<file path="config.mk">
export PLATFORM = sky130hd
export DESIGN_NAME = pid_with_ramp_and_antiwindup_unit
export DESIGN_NICKNAME = d
export VERILOG_FILES = /design/src/hdl/pidaw_pkg.sv /design/src/hdl/pidaw_mul.sv /design/src/hdl/pidaw_div.sv /design/src/hdl/pidaw_cfg.sv /design/src/hdl/pid_with_ramp_and_antiwindup_unit.sv
export SDC_FILE = /design/constraint.sdc
export NUM_CORES = 2
export LEC_CHECK = 0
export ABC_AREA = 1
export ABC_CLOCK_PERIOD_IN_PS = 15000
export BUFFER_PORTS_ARGS = -buffer_cell sky130_fd_sc_hd__buf_2
export CORE_MARGIN = 2
export CORE_UTILIZATION = 40
export CTS_CLUSTER_SIZE = 10
export DETAILED_ROUTE_END_ITERATION = 10
export PLACE_DENSITY = 0.59
export SKIP_CTS_REPAIR_TIMING = 1
export SLEW_MARGIN = 5
export SYNTH_ARGS = -nofsm -noshare
export SYNTH_HDL_FRONTEND = slang
export SYNTH_HIERARCHICAL = 1
export SYNTH_SLANG_ARGS = --single-unit
</file>
<file path="constraint.sdc">
create_clock -name clk_i -period 15 [get_ports clk_i]
set_input_delay 0 -clock clk_i [delete_from_list [all_inputs] [get_ports clk_i]]
set_output_delay 0 -clock clk_i [all_outputs]
set_load 0.01 [all_outputs]
</file>
<file path="src/hdl/pidaw_pkg.sv">
// Shared types and constants for the PID controller with ramp and anti-windup.
package pidaw_pkg;

  localparam int SAMPLE_W      = 16;
  localparam int ALPHA_Q15_DEF = 3277;

  // serial multiplier: A operand up to 32 bits, B operand 18 bits
  localparam int MUL_A_W = 32;
  localparam int MUL_B_W = 18;
  localparam int MUL_P_W = MUL_A_W + MUL_B_W;

  // serial divider for back-calculation
  localparam int DIV_N_W = 24;
  localparam int DIV_D_W = 16;

  localparam int CFG_AW = 5;

  typedef enum logic [2:0] {
    REG_GAIN_P    = 3'd0,
    REG_GAIN_I    = 3'd1,
    REG_GAIN_D    = 3'd2,
    REG_INT_LIMIT = 3'd3,
    REG_OUT_MIN   = 3'd4,
    REG_OUT_MAX   = 3'd5,
    REG_RAMP_STEP = 3'd6,
    REG_DEADZONE  = 3'd7
  } reg_idx_e;

  typedef struct packed {
    logic signed [15:0] gain_p;
    logic signed [15:0] gain_i;
    logic signed [15:0] gain_d;
    logic        [14:0] integral_limit;
    logic signed [15:0] output_min;
    logic signed [15:0] output_max;
    logic        [15:0] ramp_step;
    logic        [14:0] deadzone;
  } cfg_t;

  typedef enum logic [3:0] {
    ST_IDLE,
    ST_RAMP,
    ST_ERR,
    ST_LP,
    ST_MUL_P,
    ST_MUL_I,
    ST_CLAMP,
    ST_DIV,
    ST_MUL_E,
    ST_LD,
    ST_MUL_D,
    ST_SUM,
    ST_FIN,
    ST_OUT
  } state_e;

endpackage

</file>
<file path="src/hdl/pidaw_mul.sv">
// Bit-serial signed shift-add multiplier, one multiplier bit per cycle.
module pidaw_mul #(
  parameter int A_W = pidaw_pkg::MUL_A_W,
  parameter int B_W = pidaw_pkg::MUL_B_W
) (
  input  logic                 clk_i,
  input  logic                 rst_ni,
  input  logic                 start_i,
  input  logic [A_W-1:0]       a_i,
  input  logic [B_W-1:0]       b_i,
  output logic                 done_o,
  output logic [A_W+B_W-1:0]   prod_o
);
  import pidaw_pkg::*;

  localparam int CW = $clog2(B_W);

  logic [CW-1:0] cnt_q;
  logic          busy_q, done_q;
  logic [A_W:0]  hi_q;
  logic [B_W-1:0] lo_q;
  logic [A_W-1:0] a_q;
  logic [A_W:0]  addend, sum;
  logic          last;

  assign last   = (cnt_q == CW'(B_W - 1));
  assign addend = lo_q[0] ? {a_q[A_W-1], a_q} : '0;
  // top bit of a two's complement multiplier carries negative weight
  assign sum    = last ? (hi_q - addend) : (hi_q + addend);

  always_ff @(posedge clk_i or negedge rst_ni) begin
    if (!rst_ni) begin
      cnt_q  <= '0;
      busy_q <= 1'b0;
      done_q <= 1'b0;
    end else begin
      done_q <= 1'b0;
      if (start_i) begin
        cnt_q  <= '0;
        busy_q <= 1'b1;
      end else if (busy_q) begin
        cnt_q <= cnt_q + 1'b1;
        if (last) begin
          busy_q <= 1'b0;
          done_q <= 1'b1;
        end
      end
    end
  end

  always_ff @(posedge clk_i) begin
    if (start_i) begin
      a_q  <= a_i;
      hi_q <= '0;
      lo_q <= b_i;
    end else if (busy_q) begin
      hi_q <= {sum[A_W], sum[A_W:1]};
      lo_q <= {sum[0], lo_q[B_W-1:1]};
    end
  end

  assign done_o = done_q;
  assign prod_o = {hi_q[A_W-1:0], lo_q};

endmodule

</file>
<file path="src/hdl/pidaw_div.sv">
// Restoring unsigned divider, one quotient bit per cycle.
module pidaw_div #(
  parameter int N_W = pidaw_pkg::DIV_N_W,
  parameter int D_W = pidaw_pkg::DIV_D_W
) (
  input  logic           clk_i,
  input  logic           rst_ni,
  input  logic           start_i,
  input  logic [N_W-1:0] dividend_i,
  input  logic [D_W-1:0] divisor_i,
  output logic           done_o,
  output logic [N_W-1:0] quot_o
);
  import pidaw_pkg::*;

  localparam int CW = $clog2(N_W);

  logic [CW-1:0]  cnt_q;
  logic           busy_q, done_q;
  logic [D_W-1:0] rem_q, dv_q;
  logic [N_W-1:0] quo_q;
  logic [D_W:0]   r2, diff;
  logic           ge;

  assign r2   = {rem_q, quo_q[N_W-1]};
  assign ge   = (r2 >= {1'b0, dv_q});
  assign diff = r2 - {1'b0, dv_q};

  always_ff @(posedge clk_i or negedge rst_ni) begin
    if (!rst_ni) begin
      cnt_q  <= '0;
      busy_q <= 1'b0;
      done_q <= 1'b0;
    end else begin
      done_q <= 1'b0;
      if (start_i) begin
        cnt_q  <= '0;
        busy_q <= 1'b1;
      end else if (busy_q) begin
        cnt_q <= cnt_q + 1'b1;
        if (cnt_q == CW'(N_W - 1)) begin
          busy_q <= 1'b0;
          done_q <= 1'b1;
        end
      end
    end
  end

  always_ff @(posedge clk_i) begin
    if (start_i) begin
      rem_q <= '0;
      quo_q <= dividend_i;
      dv_q  <= divisor_i;
    end else if (busy_q) begin
      rem_q <= ge ? diff[D_W-1:0] : r2[D_W-1:0];
      quo_q <= {quo_q[N_W-2:0], ge};
    end
  end

  assign done_o = done_q;
  assign quot_o = quo_q;

endmodule

</file>
<file path="src/hdl/pidaw_cfg.sv">
// APB register bank holding gains, limits, ramp step and deadzone.
module pidaw_cfg (
  input  logic                          clk_i,
  input  logic                          rst_ni,
  input  logic                          psel,
  input  logic                          penable,
  input  logic                          pwrite,
  input  logic [pidaw_pkg::CFG_AW-1:0]  paddr,
  input  logic [31:0]                   pwdata,
  output logic [31:0]                   prdata,
  output pidaw_pkg::cfg_t               cfg_o
);
  import pidaw_pkg::*;

  cfg_t     cfg_q;
  reg_idx_e idx;
  logic     wr;

  assign idx = reg_idx_e'(paddr[CFG_AW-1:2]);
  assign wr  = psel && penable && pwrite;

  always_ff @(posedge clk_i or negedge rst_ni) begin
    if (!rst_ni) begin
      cfg_q.gain_p         <= '0;
      cfg_q.gain_i         <= '0;
      cfg_q.gain_d         <= '0;
      cfg_q.integral_limit <= 15'd100;
      cfg_q.output_min     <= -16'sd100;
      cfg_q.output_max     <= 16'sd100;
      cfg_q.ramp_step      <= 16'd5;
      cfg_q.deadzone       <= 15'd5;
    end else if (wr) begin
      unique case (idx)
        REG_GAIN_P:    cfg_q.gain_p         <= pwdata[15:0];
        REG_GAIN_I:    cfg_q.gain_i         <= pwdata[15:0];
        REG_GAIN_D:    cfg_q.gain_d         <= pwdata[15:0];
        REG_INT_LIMIT: cfg_q.integral_limit <= pwdata[14:0];
        REG_OUT_MIN:   cfg_q.output_min     <= pwdata[15:0];
        REG_OUT_MAX:   cfg_q.output_max     <= pwdata[15:0];
        REG_RAMP_STEP: cfg_q.ramp_step      <= pwdata[15:0];
        REG_DEADZONE:  cfg_q.deadzone       <= pwdata[14:0];
        default:       ;
      endcase
    end
  end

  always_comb begin
    unique case (idx)
      REG_GAIN_P:    prdata = {16'b0, cfg_q.gain_p};
      REG_GAIN_I:    prdata = {16'b0, cfg_q.gain_i};
      REG_GAIN_D:    prdata = {16'b0, cfg_q.gain_d};
      REG_INT_LIMIT: prdata = {17'b0, cfg_q.integral_limit};
      REG_OUT_MIN:   prdata = {16'b0, cfg_q.output_min};
      REG_OUT_MAX:   prdata = {16'b0, cfg_q.output_max};
      REG_RAMP_STEP: prdata = {16'b0, cfg_q.ramp_step};
      REG_DEADZONE:  prdata = {17'b0, cfg_q.deadzone};
      default:       prdata = '0;
    endcase
  end

  assign cfg_o = cfg_q;

endmodule

</file>
<file path="src/hdl/pid_with_ramp_and_antiwindup_unit.sv">
// PID controller with setpoint ramp, deadzone, integral anti-windup and filtered derivative.
//
// Input stream: one transfer per control tick carrying target and measured samples.
// Output stream: one transfer per tick with the drive value and two status flags.
// Gains, limits, ramp step and deadzone are set over the APB port, and the user must
// write them only while idle (the block itself does not enforce this); pready is tied
// high and reads return the register contents. An input runs through ramp, error and
// accumulate steps, then four passes of one bit-serial 18-bit multiplier (P, I,
// derivative filter, D), a sum and the output clamp; when the integral clamps with a
// nonzero gain, a serial divide runs between the I and filter passes. A target inside
// the deadzone goes from the ramp step straight to the output. The next input is
// accepted only after the result reaches the output register, so no new sample is
// taken before the last one is done. A stalled receiver costs nothing until a second
// result is ready, after which the block holds in its final state.
// Reset clears the controller state (ramped setpoint, accumulator, previous
// sample, filtered rate) and loads the register defaults.
module pid_with_ramp_and_antiwindup_unit #(
  parameter int ALPHA_Q15 = pidaw_pkg::ALPHA_Q15_DEF
) (
  input  logic                          clk_i,
  input  logic                          rst_ni,
  input  logic                          s_axis_tvalid_i,
  output logic                          s_axis_tready_o,
  input  logic [31:0]                   s_axis_tdata_i,  // [15:0] target, [31:16] measured
  output logic                          m_axis_tvalid_o,
  input  logic                          m_axis_tready_i,
  output logic [15:0]                   m_axis_tdata_o,  // [15:0] drive
  output logic [1:0]                    m_axis_tuser_o,  // [0] in_deadzone, [1] integral_clamped
  input  logic                          psel_i,
  input  logic                          penable_i,
  input  logic                          pwrite_i,
  input  logic [pidaw_pkg::CFG_AW-1:0]  paddr_i,
  input  logic [31:0]                   pwdata_i,
  output logic [31:0]                   prdata_o,
  output logic                          pready_o
);
  import pidaw_pkg::*;

  localparam int SW = SAMPLE_W;

  cfg_t   cfg;
  state_e state_q, state_d;

  logic signed [SW-1:0] t_q, m_q, r_q, prev_q;
  logic signed [31:0]   acc_q;
  logic signed [SW:0]   rate_q, err_q;
  logic signed [SW+1:0] ediff_q;
  logic signed [32:0]   p_q;
  logic signed [23:0]   it_q;
  logic                 clamped_q, neg_q;
  logic signed [35:0]   s_q;
  logic signed [15:0]   res_drv_q;
  logic                 res_dz_q, res_cl_q;
  logic                 out_valid_q;
  logic signed [15:0]   out_drv_q;
  logic [1:0]           out_user_q;

  // multiplier and divider
  logic                  mul_start, mul_done, div_start, div_done;
  logic [MUL_A_W-1:0]    mul_a;
  logic [MUL_B_W-1:0]    mul_b;
  logic signed [MUL_P_W-1:0] mul_prod;
  logic [MUL_P_W-1:0]    mul_prod_u;
  logic [DIV_N_W-1:0]    div_n, quot;
  logic [DIV_D_W-1:0]    div_d;

  assign mul_prod = $signed(mul_prod_u);

  pidaw_cfg u_cfg (
    .clk_i   (clk_i),
    .rst_ni  (rst_ni),
    .psel    (psel_i),
    .penable (penable_i),
    .pwrite  (pwrite_i),
    .paddr   (paddr_i),
    .pwdata  (pwdata_i),
    .prdata  (prdata_o),
    .cfg_o   (cfg)
  );
  assign pready_o = 1'b1;

  pidaw_mul #(.A_W(MUL_A_W), .B_W(MUL_B_W)) u_mul (
    .clk_i   (clk_i),
    .rst_ni  (rst_ni),
    .start_i (mul_start),
    .a_i     (mul_a),
    .b_i     (mul_b),
    .done_o  (mul_done),
    .prod_o  (mul_prod_u)
  );

  pidaw_div #(.N_W(DIV_N_W), .D_W(DIV_D_W)) u_div (
    .clk_i      (clk_i),
    .rst_ni     (rst_ni),
    .start_i    (div_start),
    .dividend_i (div_n),
    .divisor_i  (div_d),
    .done_o     (div_done),
    .quot_o     (quot)
  );

  // ---- combinational datapath pieces ----
  logic signed [SW:0]   t_x, dz_x;
  logic                 in_dz;
  logic signed [SW+1:0] dlt, step_x, dlt_c, r_sum;
  logic signed [32:0]   acc_sum;
  logic signed [31:0]   acc_sat;
  logic signed [MUL_P_W-1:0] lim_x;
  logic                 it_hi, it_lo, go_div;
  logic signed [23:0]   it_c;
  logic signed [MUL_P_W-1:0] ema_sum;
  logic signed [27:0]   drv_f, drv_c1, drv_c2;
  logic signed [15:0]   drv_fin;
  logic                 out_free;

  assign t_x   = SW'(0) + {t_q[SW-1], t_q};
  assign dz_x  = {2'b00, cfg.deadzone};
  assign in_dz = (t_x > -dz_x) && (t_x < dz_x);

  assign dlt    = {{2{t_q[SW-1]}}, t_q} - {{2{r_q[SW-1]}}, r_q};
  assign step_x = {2'b00, cfg.ramp_step};
  always_comb begin
    priority if (dlt > step_x)  dlt_c = step_x;
    else if (dlt < -step_x)     dlt_c = -step_x;
    else                        dlt_c = dlt;
  end
  assign r_sum = {{2{r_q[SW-1]}}, r_q} + dlt_c;

  assign acc_sum = {acc_q[31], acc_q} + {{16{err_q[SW]}}, err_q};
  always_comb begin
    if (acc_sum[32] != acc_sum[31])
      acc_sat = acc_sum[32] ? 32'sh8000_0000 : 32'sh7fff_ffff;
    else
      acc_sat = acc_sum[31:0];
  end

  assign lim_x  = {{(MUL_P_W-23){1'b0}}, cfg.integral_limit, 8'b0};
  assign it_hi  = mul_prod > lim_x;
  assign it_lo  = mul_prod < -lim_x;
  always_comb begin
    priority if (it_hi) it_c = lim_x[23:0];
    else if (it_lo)     it_c = 24'(-lim_x);
    else                it_c = mul_prod[23:0];
  end
  assign go_div = (it_hi || it_lo) && (cfg.gain_i != 16'sd0);
  assign div_n  = it_c[23] ? 24'(-it_c) : it_c;
  assign div_d  = cfg.gain_i[15] ? 16'(-cfg.gain_i) : cfg.gain_i;

  // alpha*raw + (1-alpha)*old == alpha*(raw-old) + old, rounded
  assign ema_sum = mul_prod + ({{(MUL_P_W-SW-1){rate_q[SW]}}, rate_q} <<< 15)
                 + MUL_P_W'(16384);

  assign drv_f = s_q[35:8];
  assign drv_c1 = (drv_f > 28'(cfg.output_max)) ? 28'(cfg.output_max) : drv_f;
  assign drv_c2 = (drv_c1 < 28'(cfg.output_min)) ? 28'(cfg.output_min) : drv_c1;
  always_comb begin
    priority if (t_q > 0 && drv_c2 < 0) drv_fin = '0;
    else if (t_q < 0 && drv_c2 > 0)     drv_fin = '0;
    else if (t_q == 0)                  drv_fin = '0;
    else                                drv_fin = drv_c2[15:0];
  end

  assign out_free = !out_valid_q || m_axis_tready_i;

  // ---- next state ----
  always_comb begin
    state_d = state_q;
    unique case (state_q)
      ST_IDLE:  if (s_axis_tvalid_i) state_d = ST_RAMP;
      ST_RAMP:  state_d = in_dz ? ST_OUT : ST_ERR;
      ST_ERR:   state_d = ST_LP;
      ST_LP:    state_d = ST_MUL_P;
      ST_MUL_P: if (mul_done) state_d = ST_MUL_I;
      ST_MUL_I: if (mul_done) state_d = ST_CLAMP;
      ST_CLAMP: state_d = go_div ? ST_DIV : ST_MUL_E;
      ST_DIV:   if (div_done) state_d = ST_MUL_E;
      ST_MUL_E: if (mul_done) state_d = ST_LD;
      ST_LD:    state_d = ST_MUL_D;
      ST_MUL_D: if (mul_done) state_d = ST_SUM;
      ST_SUM:   state_d = ST_FIN;
      ST_FIN:   state_d = ST_OUT;
      ST_OUT:   if (out_free) state_d = ST_IDLE;
      default:  state_d = ST_IDLE;
    endcase
  end

  // ---- control outputs ----
  always_comb begin
    mul_start       = 1'b0;
    div_start       = 1'b0;
    mul_a           = {{(MUL_A_W-SW-2){ediff_q[SW+1]}}, ediff_q};
    mul_b           = MUL_B_W'(ALPHA_Q15);
    s_axis_tready_o = 1'b0;
    unique case (state_q)
      ST_IDLE: s_axis_tready_o = 1'b1;
      ST_LP: begin
        mul_start = 1'b1;
        mul_a     = {{(MUL_A_W-SW-1){err_q[SW]}}, err_q};
        mul_b     = {{2{cfg.gain_p[15]}}, cfg.gain_p};
      end
      ST_MUL_P: begin
        mul_start = mul_done;
        mul_a     = acc_q;
        mul_b     = {{2{cfg.gain_i[15]}}, cfg.gain_i};
      end
      ST_CLAMP: begin
        div_start = go_div;
        mul_start = !go_div;
      end
      ST_DIV:  mul_start = div_done;
      ST_LD: begin
        mul_start = 1'b1;
        mul_a     = {{(MUL_A_W-SW-1){rate_q[SW]}}, rate_q};
        mul_b     = {{2{cfg.gain_d[15]}}, cfg.gain_d};
      end
      default: ;
    endcase
  end

  // ---- registers ----
  always_ff @(posedge clk_i or negedge rst_ni) begin
    if (!rst_ni) begin
      state_q     <= ST_IDLE;
      r_q         <= '0;
      acc_q       <= '0;
      prev_q      <= '0;
      rate_q      <= '0;
      out_valid_q <= 1'b0;
    end else begin
      state_q <= state_d;
      if (state_q == ST_OUT && out_free) out_valid_q <= 1'b1;
      else if (m_axis_tready_i)          out_valid_q <= 1'b0;
      unique case (state_q)
        ST_RAMP: begin
          if (in_dz) begin
            r_q    <= '0;
            acc_q  <= '0;
            prev_q <= '0;
            rate_q <= '0;
          end else begin
            r_q <= r_sum[SW-1:0];
          end
        end
        ST_ERR:  prev_q <= m_q;
        // error is registered by now
        ST_LP:   acc_q <= acc_sat;
        ST_CLAMP: if (go_div) ;
        ST_DIV:  if (div_done) acc_q <= neg_q ? 32'(-{8'b0, quot}) : {8'b0, quot};
        ST_MUL_E: if (mul_done) rate_q <= ema_sum[SW+15:15];
        default: ;
      endcase
    end
  end

  always_ff @(posedge clk_i) begin
    unique case (state_q)
      ST_IDLE: begin
        t_q <= s_axis_tdata_i[15:0];
        m_q <= s_axis_tdata_i[31:16];
      end
      ST_RAMP: begin
        res_drv_q <= '0;
        res_dz_q  <= in_dz;
        res_cl_q  <= 1'b0;
      end
      ST_ERR: begin
        err_q   <= {r_q[SW-1], r_q} - {m_q[SW-1], m_q};
        ediff_q <= ({{2{prev_q[SW-1]}}, prev_q} - {{2{m_q[SW-1]}}, m_q})
                 - {rate_q[SW], rate_q};
      end
      ST_MUL_P: if (mul_done) p_q <= mul_prod[32:0];
      ST_CLAMP: begin
        it_q      <= it_c;
        clamped_q <= it_hi || it_lo;
        neg_q     <= it_c[23] ^ cfg.gain_i[15];
      end
      ST_SUM: s_q <= {{3{p_q[32]}}, p_q} + {{12{it_q[23]}}, it_q}
                   + {{3{mul_prod[32]}}, mul_prod[32:0]} + 36'sd128;
      ST_FIN: begin
        res_drv_q <= drv_fin;
        res_cl_q  <= clamped_q;
      end
      ST_OUT: if (out_free) begin
        out_drv_q  <= res_drv_q;
        out_user_q <= {res_cl_q, res_dz_q};
      end
      default: ;
    endcase
  end

  assign m_axis_tvalid_o = out_valid_q;
  assign m_axis_tdata_o  = out_drv_q;
  assign m_axis_tuser_o  = out_user_q;

  // ---- assertions ----
  a_mul_done_state: assert property (@(posedge clk_i) disable iff (!rst_ni)
    mul_done |-> (state_q == ST_MUL_P || state_q == ST_MUL_I ||
                  state_q == ST_MUL_E || state_q == ST_MUL_D))
    else $error("multiplier finished outside a multiply state");

  a_div_done_state: assert property (@(posedge clk_i) disable iff (!rst_ni)
    div_done |-> state_q == ST_DIV)
    else $error("divider finished outside the divide state");

  a_dz_zero: assert property (@(posedge clk_i) disable iff (!rst_ni)
    (m_axis_tvalid_o && m_axis_tuser_o[0]) |->
      (m_axis_tdata_o == 16'd0 && !m_axis_tuser_o[1]))
    else $error("deadzone result with nonzero drive or clamp flag");

  a_accept_start: assert property (@(posedge clk_i) disable iff (!rst_ni)
    (s_axis_tvalid_i && s_axis_tready_o) |=> state_q == ST_RAMP)
    else $error("accepted item did not start processing");

endmodule

</file>
==> impl_metrics.prom <==
# TYPE chip_impl_metric gauge
chip_impl_metric{name="totalNegativeSetupSlack",unit="ps"} 0
chip_impl_metric{name="gp_routability_congestion",unit=""} 0.915
chip_impl_metric{name="area_grow_syn2layout",unit="%"} 10.5
chip_impl_metric{name="top_level_ports",unit=""} 129
chip_impl_metric{name="pre_cts_slack",unit="ps"} 6680
chip_impl_info{name="worstReg2RegStart",value="r_q[4]"} 1
chip_impl_metric{name="drv_slew",unit=""} 0
chip_impl_info{name="setup.worst_path.start",value="r_q[4]"} 1
chip_impl_metric{name="period_share",unit="%"} 56.2
chip_impl_metric{name="post-route-worst-setup-slack",unit="ps"} 6560
chip_impl_metric{name="globalRouteTotalUtil",unit="%"} 22.9
chip_impl_metric{name="num_vias",unit=""} 36000
chip_impl_metric{name="core-area",unit="um2"} 103000
chip_impl_metric{name="drt-wirelength-per-cell",unit="um"} 18.4
chip_impl_metric{name="dieArea",unit="um2"} 107000
chip_impl_metric{name="fmax",unit="MHz"} 119
chip_impl_metric{name="critical_path_buf_inv_count",unit=""} 5
chip_impl_metric{name="first_global_vias",unit=""} 34200
chip_impl_info{name="hp-class",value="input port to flip-flop"} 1
chip_impl_metric{name="max-clock-path-buffers",unit=""} 3
chip_impl_info{name="hold_end",value="state_q[1]"} 1
chip_impl_metric{name="synthesis.yosys.warnings",unit=""} 6
chip_impl_info{name="cpLargestDelayFamily",value="compound AO/OA/AOI/OAI gates"} 1
chip_impl_metric{name="worst_slew_margin_rel",unit="%"} 26.3
chip_impl_info{name="layout_common_cells",value="nand2_1 (1145), inv_1 (643), ha_1 (414)"} 1
chip_impl_metric{name="timing.reg2reg.setup_slack",unit="ps"} 6560
chip_impl_metric{name="timing.reg2reg.worst_path_depth",unit=""} 47
chip_impl_metric{name="multi_input_area",unit="um2"} 23400
chip_impl_info{name="dominantRegCellSynth",value="edfxtp_1"} 1
chip_impl_info{name="crit_slowest_cell",value="nand2_1"} 1
chip_impl_metric{name="ys_async_sr_fraction",unit="%"} 40.8
chip_impl_metric{name="final_antenna_net_count",unit=""} 0
chip_impl_metric{name="n_fill_cell",unit=""} 10300
chip_impl_metric{name="via_per_inst",unit=""} 5.34
chip_impl_metric{name="synth_seq_cells",unit=""} 554
chip_impl_metric{name="globalRoute.totalOverflow",unit=""} 0
chip_impl_metric{name="cts_made_buffers",unit=""} 71
chip_impl_info{name="worst_hold_startpoint",value="s_axis_tvalid_i"} 1
chip_impl_metric{name="yosysUniqueCellTypes",unit=""} 72
chip_impl_metric{name="grt_start_max_net_pins",unit=""} 103
chip_impl_metric{name="antenna_found_initial",unit=""} 1
chip_impl_metric{name="cts_sinks",unit=""} 554
chip_impl_metric{name="clk_transition_reported_paths",unit="ps"} 60
chip_impl_info{name="status",value="completed"} 1
chip_impl_info{name="worstSetupEndpointType",value="flip-flop"} 1
chip_impl_metric{name="hold-path-cell-count",unit=""} 4
chip_impl_info{name="rsz0062_at_grt",value="false"} 1
chip_impl_info{name="rr_endpoint",value="r_q[15]"} 1
chip_impl_metric{name="finalCriticalPeriod",unit="ps"} 8440
chip_impl_metric{name="hpwlAfterDp",unit="mm"} 95.2
chip_impl_metric{name="die_y",unit="um"} 327
chip_impl_metric{name="netlist_instances",unit=""} 5187
chip_impl_metric{name="post_synth_edffs",unit=""} 280
chip_impl_info{name="final_common_cell",value="nand2_1"} 1
chip_impl_metric{name="met3RoutedLength",unit="mm"} 7.06
chip_impl_metric{name="routed_met1_length",unit="mm"} 56.5
chip_impl_metric{name="port_buffers",unit=""} 93
chip_impl_metric{name="critical_path_depth",unit=""} 47
chip_impl_metric{name="num_rows",unit=""} 118
chip_impl_metric{name="post_route_clock_skew",unit="ps"} 28.1
chip_impl_metric{name="actual_slew_at_the_worst_max_slew_pin",unit="ps"} 1100
chip_impl_info{name="setup.worst_path.class",value="flip-flop to flip-flop"} 1
chip_impl_metric{name="final_net_count",unit=""} 5836
chip_impl_metric{name="critical_path_required",unit="ps"} 15500
chip_impl_info{name="timing.critical_path.from_type",value="flip-flop"} 1
chip_impl_info{name="cp_common_cell",value="nand2_1"} 1
chip_impl_metric{name="avgSynthCellArea",unit="um2"} 8.05
chip_impl_metric{name="slowest_delay",unit="ps"} 470
chip_impl_metric{name="antenna_cell_count",unit=""} 0
chip_impl_metric{name="detail_route.first_pass.iterations",unit=""} 6
chip_impl_metric{name="cts.htree.levels",unit=""} 3
chip_impl_metric{name="synth_area",unit="um2"} 41700
chip_impl_metric{name="finalHoldViolations",unit=""} 0
chip_impl_metric{name="drt_drc_violations_left",unit=""} 0
chip_impl_metric{name="drt_iter0_drc",unit=""} 3022
chip_impl_metric{name="setup_viol_count_final",unit=""} 0
chip_impl_metric{name="static-leakage-power",unit="nW"} 21.6
chip_impl_metric{name="met2_routed_length",unit="mm"} 56.4
chip_impl_metric{name="worstSkewPairLatency",unit="ps"} 650
chip_impl_metric{name="crit_path_max_fanout",unit=""} 19
chip_impl_metric{name="wire_length_of_the_first_global_routing_pass",unit="mm"} 193
chip_impl_info{name="clk_root_buffer_cell",value="clkbuf_16"} 1
chip_impl_metric{name="cp_data_arrival_time",unit="ps"} 8940
chip_impl_metric{name="power_density",unit="nW/um2"} 254
chip_impl_metric{name="drt-total-wl",unit="mm"} 124
chip_impl_info{name="tritoncts",value="done"} 1
chip_impl_metric{name="seq_area",unit="um2"} 15100
chip_impl_metric{name="cap_viol_max_count",unit=""} 0
chip_impl_metric{name="die_width",unit="um"} 327
chip_impl_metric{name="ratio_of_cells_with_drive_above_1_in_the_final_layout",unit="%"} 7.35
chip_impl_metric{name="vdd.ir_drop.worst",unit="V"} 0.000163
chip_impl_metric{name="starting_density_of_the_core",unit="%"} 40.3
chip_impl_metric{name="synth.yosys.seq_area_share",unit="%"} 36.1
chip_impl_info{name="topRoutingLayerUsed",value="met4"} 1
[cells in the mapped netlist (10+ instances only)]
master | count | area share, %
nand2_1 | 1146 | 10
inv_1 | 644 | 5.8
ha_1 | 414 | 12
nor2_1 | 386 | 3.5
a21oi_1 | 336 | 4.0
o21ai_0 | 327 | 3.9
edfxtp_1 | 280 | 20
dfrtp_1 | 204 | 12
nand3_1 | 191 | 2.3
xor2_1 | 178 | 3.7
nand4_1 | 133 | 2.0
nor3_1 | 79 | 0.95
clkbuf_1 | 71 | 0.64
o21ai_1 | 66 | 0.79
xnor2_1 | 59 | 1.2
fa_1 | 56 | 2.7
dfxtp_1 | 48 | 2.3
buf_2 | 47 | 0.56
o21bai_1 | 44 | 0.79
o211ai_1 | 33 | 0.59
a31oi_1 | 32 | 0.48
nand2_2 | 28 | 0.42
o22ai_1 | 28 | 0.42
buf_4 | 24 | 0.43
nor2_2 | 24 | 0.36
nor4_1 | 24 | 0.36
dfstp_2 | 22 | 1.4
o2111ai_1 | 22 | 0.46
a21o_1 | 21 | 0.38
nand3_2 | 19 | 0.46
nand3b_1 | 19 | 0.34
a22oi_1 | 18 | 0.32
a211oi_1 | 13 | 0.23
inv_2 | 13 | 0.12
nand2_4 | 10 | 0.27
[how the worst max path moves through the flow]
| stage | slack, ps | endpoint |
|---|---|---|
| after floorplan | 8320 | r_q[14] |
| after global placement | 6750 | r_q[15] |
| after detailed placement | 6680 | r_q[14] |
| after CTS | 6620 | r_q[14] |
| after global routing | 5610 | r_q[15] |
| final | 6560 | r_q[15] |
[per-layer routing]
metal | vias up | track usage (%)
li1 | 17700 | -
met1 | 17000 | 31.5
met2 | 1042 | 36.8
met3 | 183 | 3.43
met4 | 0 | 7.60
met5 | - | 0
[cells by family after synthesis]
family,share of synthesized area [%]
adders and majority gates,15.1
other,0.0180
DFF,36.1
and+or+nand+nor,22.2
buffers and inverters,8.01
xor gates and xnor gates,4.97
AOI/OAI and AO/OA,13.5
muxes,0.0809
[state kept, by name, summed over array words and instances (netlist names), 17 cells and up]
| register | flops |
|---|---|
| err_q | 17 |
| u_mul/a_q | 32 |
| u_mul/hi_q | 32 |
| s_q | 28 |
| it_q | 24 |
| ediff_q | 18 |
| u_div/quot_o | 24 |
| acc_q | 32 |
| rate_q | 17 |
| p_q | 33 |
| u_cfg/cfg_o | 126 |
| u_mul/lo_q | 18 |
[where the power goes]
part / internal [mW] / switching, mW
Clock: 0.956 / 0.700
Sequential: 2.35 / 0.584
Combinational: 2.55 / 4.57
Total: 5.86 / 5.86
[per-stage QoR]
step / power [mW] / instances / util (%) / hold WS [ps] / instance area (um2)
after floorplan: 8.10 / 5202 / - / -296 / 41800
after global placement: 9.89 / 6547 / 42.0 / 176 / 43400
after detailed placement: 10.0 / 6547 / 42.0 / 178 / 43400
after CTS: 11.7 / 6678 / 44.1 / -498 / 45600
after global routing: 12.8 / 6728 / 44.6 / 54.2 / 46100
final: 11.7 / 6728 / 44.6 / 63.7 / 46100
[worst register-to-register path: cells and delay by family (launching register included)]
| kind | cells | cell delay (ps) |
|---|---|---|
| AOI/OAI and AO/OA | 21 | 3630 |
| buffers and inverters | 5 | 720 |
| and+or+nand+nor | 17 | 2230 |
| DFF | 1 | 450 |
| xor gates and xnor gates | 1 | 170 |
| adders and majority gates | 3 | 1100 |
[layout make-up]
cell class / count / share of cell area (%)
clock buffer: 116 / 4.44
sequential: 554 / 32.6
multi-input combinational: 3827 / 50.8
inverter: 661 / 5.38
timing repair buffer: 175 / 2.64
clock inverter: 15 / 0.347
tap: 1380 / 3.74
Note: power is estimated with default switching activity, not from simulation.
